===== src/bsa_pkg.sv =====
// ----------------------------------------------------------------------------
// bsa_pkg
// Shared types and constants for the bitmap slot allocator.
// ----------------------------------------------------------------------------
package bsa_pkg;

  // Payload and register field widths
  localparam int SLOT_W  = 10;
  localparam int CNT_W   = 11;

  // APB port geometry: one 32-bit register at byte address 0
  localparam int PADDR_W = 3;
  localparam int PDATA_W = 32;

  // Register index, taken from paddr[2]
  localparam logic REG_SLOT_COUNT = 1'b0;

  // Reset value of slot_count
  localparam logic [CNT_W-1:0] SLOT_COUNT_RST = 11'd1024;

  // Request kinds
  typedef enum logic {
    ACT_ALLOC   = 1'b0,
    ACT_RELEASE = 1'b1
  } action_e;

endpackage


===== src/bsa_bitmap_ram.sv =====
// ----------------------------------------------------------------------------
// bsa_bitmap_ram
// Usage bitmap store: one write port, one read port, registered read data.
// ----------------------------------------------------------------------------
module bsa_bitmap_ram #(
  parameter int WORD_BITS = 32,
  parameter int DEPTH     = 32,
  parameter int AW        = 5
) (
  input  logic                 clk_i,
  input  logic                 re_i,
  input  logic [AW-1:0]        raddr_i,
  output logic [WORD_BITS-1:0] rdata_o,
  input  logic                 we_i,
  input  logic [AW-1:0]        waddr_i,
  input  logic [WORD_BITS-1:0] wdata_i
);

  logic [WORD_BITS-1:0] mem [DEPTH];
  logic [WORD_BITS-1:0] rdata_q;

  // write port
  always_ff @(posedge clk_i) begin
    if (we_i) begin
      mem[waddr_i] <= wdata_i;
    end
  end

  // read port, registered read data
  always_ff @(posedge clk_i) begin
    if (re_i) begin
      rdata_q <= mem[raddr_i];
    end
  end

  assign rdata_o = rdata_q;

endmodule


===== src/bsa_ffz.sv =====
// ----------------------------------------------------------------------------
// bsa_ffz
// Find-first-zero: lowest clear bit of one bitmap word.
// ----------------------------------------------------------------------------
module bsa_ffz #(
  parameter int WORD_BITS = 32,
  parameter int BW        = 5
) (
  input  logic [WORD_BITS-1:0] word_i,
  output logic                 found_o,
  output logic [BW-1:0]        bit_o
);

  // priority pick, lowest index wins
  always_comb begin
    bit_o = '0;
    for (int i = WORD_BITS - 1; i >= 0; i--) begin
      if (!word_i[i]) begin
        bit_o = BW'(i);
      end
    end
  end

  assign found_o = ~&word_i;

endmodule


===== src/bitmap_slot_allocator_unit.sv =====
// ----------------------------------------------------------------------------
// bitmap_slot_allocator_unit
// First-fit slot allocator over a usage bitmap held in a synchronous RAM.
// ----------------------------------------------------------------------------
//  channel | direction | handshake                   | payload
//  --------+-----------+-----------------------------+--------------------------
//  in      | sink      | in_valid_i / in_stall_o     | action_i, slot_index_i
//  out     | source    | out_valid_o / out_stall_i   | granted_slot_o, ok_o
//  cfg     | sink      | psel/penable/pwrite/pready  | paddr, pwdata, prdata
//
// Allocate: the scan reads bitmap words in order from word 0 and sets the lowest
// clear bit of the first word that has one, or fails at the first word that does
// not lie wholly below slot_count. Release: divide, multiply/read, write-back,
// result. The request side reopens only after the result loads into the output.
// After reset a clearing pass zeroes all MAX_SLOTS/WORD_BITS bitmap words with
// the request side stalled. A result waits while out_stall_i is high.
// ----------------------------------------------------------------------------
module bitmap_slot_allocator_unit #(
  parameter int MAX_SLOTS = 1024,
  parameter int WORD_BITS = 32
) (
  input  logic                         clk_i,
  input  logic                         rst_ni,
  // request channel
  input  logic                         in_valid_i,
  output logic                         in_stall_o,
  input  logic                         action_i,
  input  logic [bsa_pkg::SLOT_W-1:0]   slot_index_i,
  // result channel
  output logic                         out_valid_o,
  input  logic                         out_stall_i,
  output logic [bsa_pkg::SLOT_W-1:0]   granted_slot_o,
  output logic                         ok_o,
  // APB configuration port
  input  logic                         psel,
  input  logic                         penable,
  input  logic                         pwrite,
  input  logic [bsa_pkg::PADDR_W-1:0]  paddr,
  input  logic [bsa_pkg::PDATA_W-1:0]  pwdata,
  output logic [bsa_pkg::PDATA_W-1:0]  prdata,
  output logic                         pready
);

  localparam int NUM_WORDS = MAX_SLOTS / WORD_BITS;
  localparam int AW        = (NUM_WORDS > 1) ? $clog2(NUM_WORDS) : 1;
  localparam int WCW       = $clog2(NUM_WORDS + 1);
  localparam int BW        = (WORD_BITS > 1) ? $clog2(WORD_BITS) : 1;
  localparam int BASE_W    = $clog2(MAX_SLOTS + WORD_BITS + 1);
  localparam int CMP_W     = (BASE_W > bsa_pkg::CNT_W + 1) ? BASE_W : bsa_pkg::CNT_W + 1;
  // reciprocal for slot_index / WORD_BITS, exact over all SLOT_W-bit inputs
  localparam int SH        = bsa_pkg::SLOT_W + BW;
  localparam int RCP_W     = bsa_pkg::SLOT_W + 1;
  localparam int RECIP     = ((1 << SH) + WORD_BITS - 1) / WORD_BITS;
  localparam int PROD_W    = bsa_pkg::SLOT_W + RCP_W;

  typedef enum logic [2:0] {
    ST_CLEAR,
    ST_IDLE,
    ST_ALLOC,
    ST_REL_DIV,
    ST_REL_MUL,
    ST_REL_WR,
    ST_RESP
  } state_e;

  state_e                       state_q;
  logic [bsa_pkg::CNT_W-1:0]    slot_count_q;
  logic [AW-1:0]                clr_q;
  logic [WCW-1:0]               cur_w_q;
  logic [CMP_W-1:0]             base_q;
  logic [bsa_pkg::SLOT_W-1:0]   idx_q;
  logic [bsa_pkg::SLOT_W-1:0]   quo_q;
  logic [CMP_W-1:0]             qwb_q;
  logic [bsa_pkg::SLOT_W-1:0]   res_slot_q;
  logic                         res_ok_q;
  logic                         out_valid_q;
  logic [bsa_pkg::SLOT_W-1:0]   out_slot_q;
  logic                         out_ok_q;

  // RAM port signals
  logic                         mem_re;
  logic [AW-1:0]                mem_raddr;
  logic [WORD_BITS-1:0]         mem_rdata;
  logic                         mem_we;
  logic [AW-1:0]                mem_waddr;
  logic [WORD_BITS-1:0]         mem_wdata;

  logic                         in_acc;
  logic                         cfg_wr;
  logic                         ffz_found;
  logic [BW-1:0]                ffz_bit;
  logic [CMP_W-1:0]             sc_ext;
  logic                         word_in_use;
  logic [WCW-1:0]               nxt_w;
  logic                         nxt_w_ok;
  logic [PROD_W-1:0]            prod;
  logic                         quo_ok;
  logic                         rel_in_range;
  logic [bsa_pkg::SLOT_W-1:0]   rel_rem;
  logic [BW-1:0]                rel_bit;
  logic                         out_free;

  assign in_acc   = in_valid_i && !in_stall_o;
  assign out_free = !out_valid_q || !out_stall_i;
  assign sc_ext   = CMP_W'(slot_count_q);

  // ---------------- configuration register ----------------
  assign pready = 1'b1;
  assign cfg_wr = psel && penable && pwrite && pready && (paddr[2] == bsa_pkg::REG_SLOT_COUNT);
  assign prdata = (paddr[2] == bsa_pkg::REG_SLOT_COUNT) ?
                  bsa_pkg::PDATA_W'(slot_count_q) : '0;

  always_ff @(posedge clk_i or negedge rst_ni) begin
    if (!rst_ni) begin
      slot_count_q <= bsa_pkg::SLOT_COUNT_RST;
    end else if (cfg_wr) begin
      slot_count_q <= pwdata[bsa_pkg::CNT_W-1:0];
    end
  end

  // ---------------- scan datapath ----------------
  // word cur_w counts only if it lies wholly below slot_count and in the RAM
  assign word_in_use = (cur_w_q < WCW'(NUM_WORDS)) &&
                       ((base_q + CMP_W'(WORD_BITS)) <= sc_ext);
  assign nxt_w       = cur_w_q + WCW'(1);
  assign nxt_w_ok    = nxt_w < WCW'(NUM_WORDS);

  bsa_ffz #(
    .WORD_BITS (WORD_BITS),
    .BW        (BW)
  ) u_ffz (
    .word_i  (mem_rdata),
    .found_o (ffz_found),
    .bit_o   (ffz_bit)
  );

  // ---------------- release datapath ----------------
  // quotient by reciprocal multiply, remainder by back-multiply and subtract
  assign prod         = PROD_W'(idx_q) * PROD_W'(RECIP);
  assign quo_ok       = CMP_W'(quo_q) < CMP_W'(NUM_WORDS);
  assign rel_in_range = quo_ok && ((qwb_q + CMP_W'(WORD_BITS)) <= sc_ext);
  assign rel_rem      = idx_q - qwb_q[bsa_pkg::SLOT_W-1:0];
  assign rel_bit      = rel_rem[BW-1:0];

  // ---------------- RAM port muxing ----------------
  always_comb begin
    mem_re    = 1'b0;
    mem_raddr = '0;
    mem_we    = 1'b0;
    mem_waddr = '0;
    mem_wdata = '0;
    case (state_q)
      ST_CLEAR: begin
        mem_we    = 1'b1;
        mem_waddr = clr_q;
      end
      ST_IDLE: begin
        mem_re = in_acc && (action_i == bsa_pkg::ACT_ALLOC);
      end
      ST_ALLOC: begin
        if (word_in_use && ffz_found) begin
          mem_we    = 1'b1;
          mem_waddr = AW'(cur_w_q);
          mem_wdata = mem_rdata | (WORD_BITS'(1) << ffz_bit);
        end else begin
          mem_re    = word_in_use && nxt_w_ok;
          mem_raddr = AW'(nxt_w);
        end
      end
      ST_REL_MUL: begin
        mem_re    = quo_ok;
        mem_raddr = AW'(quo_q);
      end
      ST_REL_WR: begin
        if (rel_in_range) begin
          mem_we    = 1'b1;
          mem_waddr = AW'(quo_q);
          mem_wdata = mem_rdata & ~(WORD_BITS'(1) << rel_bit);
        end
      end
      default: begin
      end
    endcase
  end

  bsa_bitmap_ram #(
    .WORD_BITS (WORD_BITS),
    .DEPTH     (NUM_WORDS),
    .AW        (AW)
  ) u_ram (
    .clk_i   (clk_i),
    .re_i    (mem_re),
    .raddr_i (mem_raddr),
    .rdata_o (mem_rdata),
    .we_i    (mem_we),
    .waddr_i (mem_waddr),
    .wdata_i (mem_wdata)
  );

  // ---------------- sequencer and output register ----------------
  always_ff @(posedge clk_i or negedge rst_ni) begin
    if (!rst_ni) begin
      state_q     <= ST_CLEAR;
      clr_q       <= '0;
      cur_w_q     <= '0;
      base_q      <= '0;
      idx_q       <= '0;
      quo_q       <= '0;
      qwb_q       <= '0;
      res_slot_q  <= '0;
      res_ok_q    <= 1'b0;
      out_valid_q <= 1'b0;
      out_slot_q  <= '0;
      out_ok_q    <= 1'b0;
    end else begin
      // in ST_RESP an accepted result is replaced by the new one below
      if (out_valid_q && !out_stall_i && (state_q != ST_RESP)) begin
        out_valid_q <= 1'b0;
      end
      case (state_q)
        ST_CLEAR: begin
          clr_q <= clr_q + AW'(1);
          if (clr_q == AW'(NUM_WORDS - 1)) begin
            state_q <= ST_IDLE;
          end
        end
        ST_IDLE: begin
          if (in_acc) begin
            cur_w_q <= '0;
            base_q  <= '0;
            idx_q   <= slot_index_i;
            state_q <= (action_i == bsa_pkg::ACT_ALLOC) ? ST_ALLOC : ST_REL_DIV;
          end
        end
        ST_ALLOC: begin
          if (!word_in_use) begin
            // pool exhausted
            res_slot_q <= '0;
            res_ok_q   <= 1'b0;
            state_q    <= ST_RESP;
          end else if (ffz_found) begin
            res_slot_q <= bsa_pkg::SLOT_W'(base_q + CMP_W'(ffz_bit));
            res_ok_q   <= 1'b1;
            state_q    <= ST_RESP;
          end else begin
            cur_w_q <= nxt_w;
            base_q  <= base_q + CMP_W'(WORD_BITS);
          end
        end
        ST_REL_DIV: begin
          quo_q   <= bsa_pkg::SLOT_W'(prod >> SH);
          state_q <= ST_REL_MUL;
        end
        ST_REL_MUL: begin
          qwb_q   <= CMP_W'(quo_q) * CMP_W'(WORD_BITS);
          state_q <= ST_REL_WR;
        end
        ST_REL_WR: begin
          res_slot_q <= '0;
          res_ok_q   <= rel_in_range;
          state_q    <= ST_RESP;
        end
        ST_RESP: begin
          if (out_free) begin
            out_valid_q <= 1'b1;
            out_slot_q  <= res_slot_q;
            out_ok_q    <= res_ok_q;
            state_q     <= ST_IDLE;
          end
        end
        default: begin
          state_q <= ST_IDLE;
        end
      endcase
    end
  end

  assign in_stall_o     = (state_q != ST_IDLE);
  assign out_valid_o    = out_valid_q;
  assign granted_slot_o = out_slot_q;
  assign ok_o           = out_ok_q;

  // ---------------- assertions ----------------
`ifndef SYNTHESIS
  // a failed result carries slot zero; release results carry zero as well
  a_fail_slot_zero: assert property (@(posedge clk_i) disable iff (!rst_ni)
    out_valid_o && !ok_o |-> granted_slot_o == '0)
    else $error("failed result with non-zero slot");

  // one transaction in flight: accepting closes the request side
  a_single_flight: assert property (@(posedge clk_i) disable iff (!rst_ni)
    in_valid_i && !in_stall_o |=> in_stall_o)
    else $error("request accepted while another is in flight");

  // bitmap updates only from the clearing pass, allocate or release write-back
  a_write_source: assert property (@(posedge clk_i) disable iff (!rst_ni)
    mem_we |-> (state_q == ST_CLEAR || state_q == ST_ALLOC || state_q == ST_REL_WR))
    else $error("unexpected bitmap write");
`endif

endmodule


===== config.mk =====
export PLATFORM = sky130hd
export DESIGN_NAME = bitmap_slot_allocator_unit
export DESIGN_NICKNAME = d
export VERILOG_FILES = /design/src/bsa_pkg.sv /design/src/bsa_bitmap_ram.sv /design/src/bsa_ffz.sv /design/src/bitmap_slot_allocator_unit.sv
export SDC_FILE = /design/constraint.sdc
export NUM_CORES = 1
export LEC_CHECK = 0
export ABC_CLOCK_PERIOD_IN_PS = 15260
export BUFFER_PORTS_ARGS = -buffer_cell sky130_fd_sc_hd__clkbuf_2
export CAP_MARGIN = 5
export CELL_PAD_IN_SITES_DETAIL_PLACEMENT = 1
export CELL_PAD_IN_SITES_GLOBAL_PLACEMENT = 1
export CORE_ASPECT_RATIO = 0.8
export CORE_MARGIN = 3
export CORE_UTILIZATION = 30
export CTS_CLUSTER_DIAMETER = 30
export CTS_CLUSTER_SIZE = 30
export DETAILED_ROUTE_END_ITERATION = 8
export PLACE_DENSITY = 0.55
export SLEW_MARGIN = 0
export SYNTH_ARGS = -nofsm -noshare
export SYNTH_HDL_FRONTEND = slang
export SYNTH_SLANG_ARGS = --single-unit

===== constraint.sdc =====
create_clock -name clk_i -period 15.26 [get_ports clk_i]
set_clock_uncertainty 0.05 [all_clocks]
set_input_delay 3.815 -clock clk_i [delete_from_list [all_inputs] [get_ports clk_i]]
set_output_delay 3.815 -clock clk_i [all_outputs]
set_load 0.01 [all_outputs]

==> out/metrics.cfg <==
[synth]
synth.area.top_cells = sky130_fd_sc_hd__edfxtp_1, sky130_fd_sc_hd__a211oi_1, sky130_fd_sc_hd__and3_1
yosysTopAreaCell = sky130_fd_sc_hd__edfxtp_1
synth.avg_cell_area_um2 = 14.38
synth-main-ff-cell = sky130_fd_sc_hd__edfxtp_1
synth-async-reset-ratio = 0.06631
proportion_of_synthesized_chip_area_in_sequential_cells = 0.7122
postSynthRegisterBits = 1131
synth.distinct_cells = 75
yosys_warnings = 0
count_of_flip_flops_with_a_built_in_enable_after_synthesis = 1056
netlist.area_leader.share = 0.6724
cell_area_after_synthesis_mm2 = 0.04716
synth_cells = 3280

[power]
p_sw_frac = 0.3346
power.leakage_nw = 19.19
seq_power_share = 0.381
power.net_switching_w = 0.003842
power_report.internal_total_w = 0.007639
power-per-cell-area_mw_per_mm2 = 203.1
peakVddDrop_v = 0.0001117
combPwrFrac = 0.250
pwr-share-clk = 0.369

[critical_path]
slowest_stage = sky130_fd_sc_hd__clkbuf_2
critPathArrivalTime_ns = 4.28
crit_chain = clkbuf_2, nor2b_1, clkbuf_2
worst_ep_required_time_ns = 11.40
crit_type = input port to output pin
start_kind = input port
worstSetupEndpointType = output pin
critical-path-top-cell-by-count = sky130_fd_sc_hd__clkbuf_2
largest_fanout_on_the_critical_path = 12
cp_slowest_stage_delay_ns = 0.17

[flow_run]
drv_cap = 0

[clock_tree]
htree_levels = 4
cts-hold-fix-buffers = 0
cts_repair_resize_count = 0
clk_pin_slew_worst_paths_ns = 0.06
cts.sink_count = 1131
cts_tree = built
numCtsBuffers = 185
clock_latency_ns = 0.78
ctsLongestPathBuffers = 3
postCtsSetupBuffers = 0
root_buffer_selected_by_cts = sky130_fd_sc_hd__clkbuf_16

[placement]
post-dp-hpwl_um = 78620
port-buffer-count = 53
dpl-instance-area_mm2 = 0.05021
routabilityCongestion = 0.8002

[timing]
grt_setup_unrepaired = no
worst_slew_margin_rel = 0.1381
maxClockFrequency_mhz = 122.8
finalWorstPathRequiredPeriod_ns = 8.144
worst_pin_slew_ns = 1.293
layout_worst_path_cycle_share = 0.5337
drv_slew = 0
setup_total_negative_slack_ns = 0
fin_worst_hold_slack_ns = 0.4348
final_setup_violations = 0
final_hold_viol_count = 0

[detailed_routing]
route.final.wire_length_um = 163700
detail_route.wl_per_cell_um = 29.23
dr.pass1.iters = 5
routed-via-count = 31548
drt_iter0_markers = 3210
final_antenna_net_count = 0
drc = 0
vias_per_cell = 5.634

[floorplanning]
chipWidth_um = 449.3
placement_rows = 129
full_die_area_mm2 = 0.1620
floorplan.initialDensity = 0.3034
core_area_mm2 = 0.1554
floorplan.die.height_um = 360.6
num_io_pins = 99

[run_status]
outcome = finished clean

[finish]
stdcell_area_mm2 = 0.05654
final_core_area_utilization = 0.3637
finalNetCount = 3415
area.growth.synth_to_final_pct = 19.89
drive_gt1_frac = 0.2138

[hold_path]
min_path_type = flip-flop to flip-flop

[grt]
grt_first_pass_wirelength_um = 234100
antenna_found_initial = 5
grt_max_degree = 182
grt.overflow.total = 0
first_global_vias = 32019
all_layer_global_routing_usage = 0.1965

-- cell type report --
type                            instances  area (um2)
Antenna cell                            1       2.502
Timing Repair Buffer                  155        1124
Inverter                               22       82.58
Multi-Input combinational cell       1849       12820
Sequential cell                      1131       33590
Tap cell                             2096        2623
Clock inverter                        132        1444
Clock buffer                          214        4855
Fill cell                           15870       98900
-- layer usage --
layer  part of all wire  up-vias  track usage  wire length, um
met5           0.000079        -            0               13
met4              0.024        2      0.05995             3945
met3              0.061      265      0.03498            10060
met2               0.44     1018       0.2973            72360
met1               0.47    16867       0.2866            77300
li1                   -    13396            -                -
-- critical path: cells and delay by family --
family / cells / cell delay [ns]
buffers and inverters: 2 / 0.31
and+or+nand+nor: 1 / 0.15
-- state kept, by name (all words and copies together), names as in the netlist, 3 cells and up --
name / count
u_ram.mem: 1024
u_ram.rdata_o: 32
slot_count_q: 11
granted_slot_o: 10
idx_q: 10
res_slot_q: 10
base_q: 7
cur_w_q: 6
clr_q: 5
quo_q: 5
qwb_q: 5
state_q: 3
-- power by group through the flow --
stage | combinational [W] | sequential, W | clock, W
after floorplan | 0.00162 | 0.00435 | 0
after detailed placement | 0.00283 | 0.00443 | 0
after global placement | 0.00280 | 0.00442 | 0
after CTS | 0.00285 | 0.00437 | 0.00430
final | 0.00287 | 0.00438 | 0.00423
after global routing | 0.00306 | 0.00440 | 0.00445
-- logic make-up (layout without fill, tap and decap cells) --
group,after synthesis,count (layout),share of synthesized area
DFF,1131,1131,0.7122
other,2,24,0.0001592
xor gates and xnor gates,18,18,0.003343
muxes,40,40,0.009551
AOI/OAI and AO/OA,832,832,0.1283
buffers and inverters,321,523,0.02932
adders and majority gates,18,18,0.004776
and+or+nand+nor,918,918,0.1123
-- cells in the mapped netlist (all sizes together) (13+ instances only) --
cell	count
nand2	71
a31oi	13
nor2	66
or4	34
nor4	137
inv	22
mux2	40
and3	389
nand3	150
a211oi	385
nor2b	13
and2	16
dfrtp	74
a31o	127
buf	61
a21oi	36
clkbuf	238
edfxtp	1056
ha	18
o21ai	204
-- per-stage QoR --
stage / power [W] / setup slack, ns / cells
floorplan: 0.005966 / 7.198 / 3301
global placement: 0.007216 / 7.127 / 5251
detailed placement: 0.007260 / 7.107 / 5251
CTS: 0.01153 / 7.101 / 5597
global route: 0.01192 / 7.063 / 5599
finish: 0.01148 / 7.116 / 5600
-- path summary, 6_finish.rpt --
| path | start | end | slack [ns] | cells after the start |
|---|---|---|---|---|
| max | paddr[2] | prdata[2] | 7.12 | 3 |
| min | res_slot_q[5] | res_slot_q[5] | 0.43 | 2 |
| max reg2reg | base_q[5] | u_ram.rdata_o[25] | 9.20 | 16 |
| min reg2reg | res_slot_q[5] | res_slot_q[5] | 0.43 | 2 |
| max in group asynchronous | rst_ni | res_slot_q[3] | 11.35 | 1 |
| min in group asynchronous | rst_ni | out_valid_o | 3.14 | 1 |
-- layout by cell type, fill, tap and decap left out, types with 52 or more instances in the layout --
cell	n
sky130_fd_sc_hd__a31o_2	127
sky130_fd_sc_hd__nand3_1	150
sky130_fd_sc_hd__buf_4	95
sky130_fd_sc_hd__nand2_1	68
sky130_fd_sc_hd__nor4_1	136
sky130_fd_sc_hd__edfxtp_1	1056
sky130_fd_sc_hd__and3_1	389
sky130_fd_sc_hd__clkbuf_16	190
sky130_fd_sc_hd__o21ai_0	157
sky130_fd_sc_hd__a211oi_1	353
sky130_fd_sc_hd__clkbuf_2	52
sky130_fd_sc_hd__dfrtp_1	74
(Power assumes the default switching activity.)
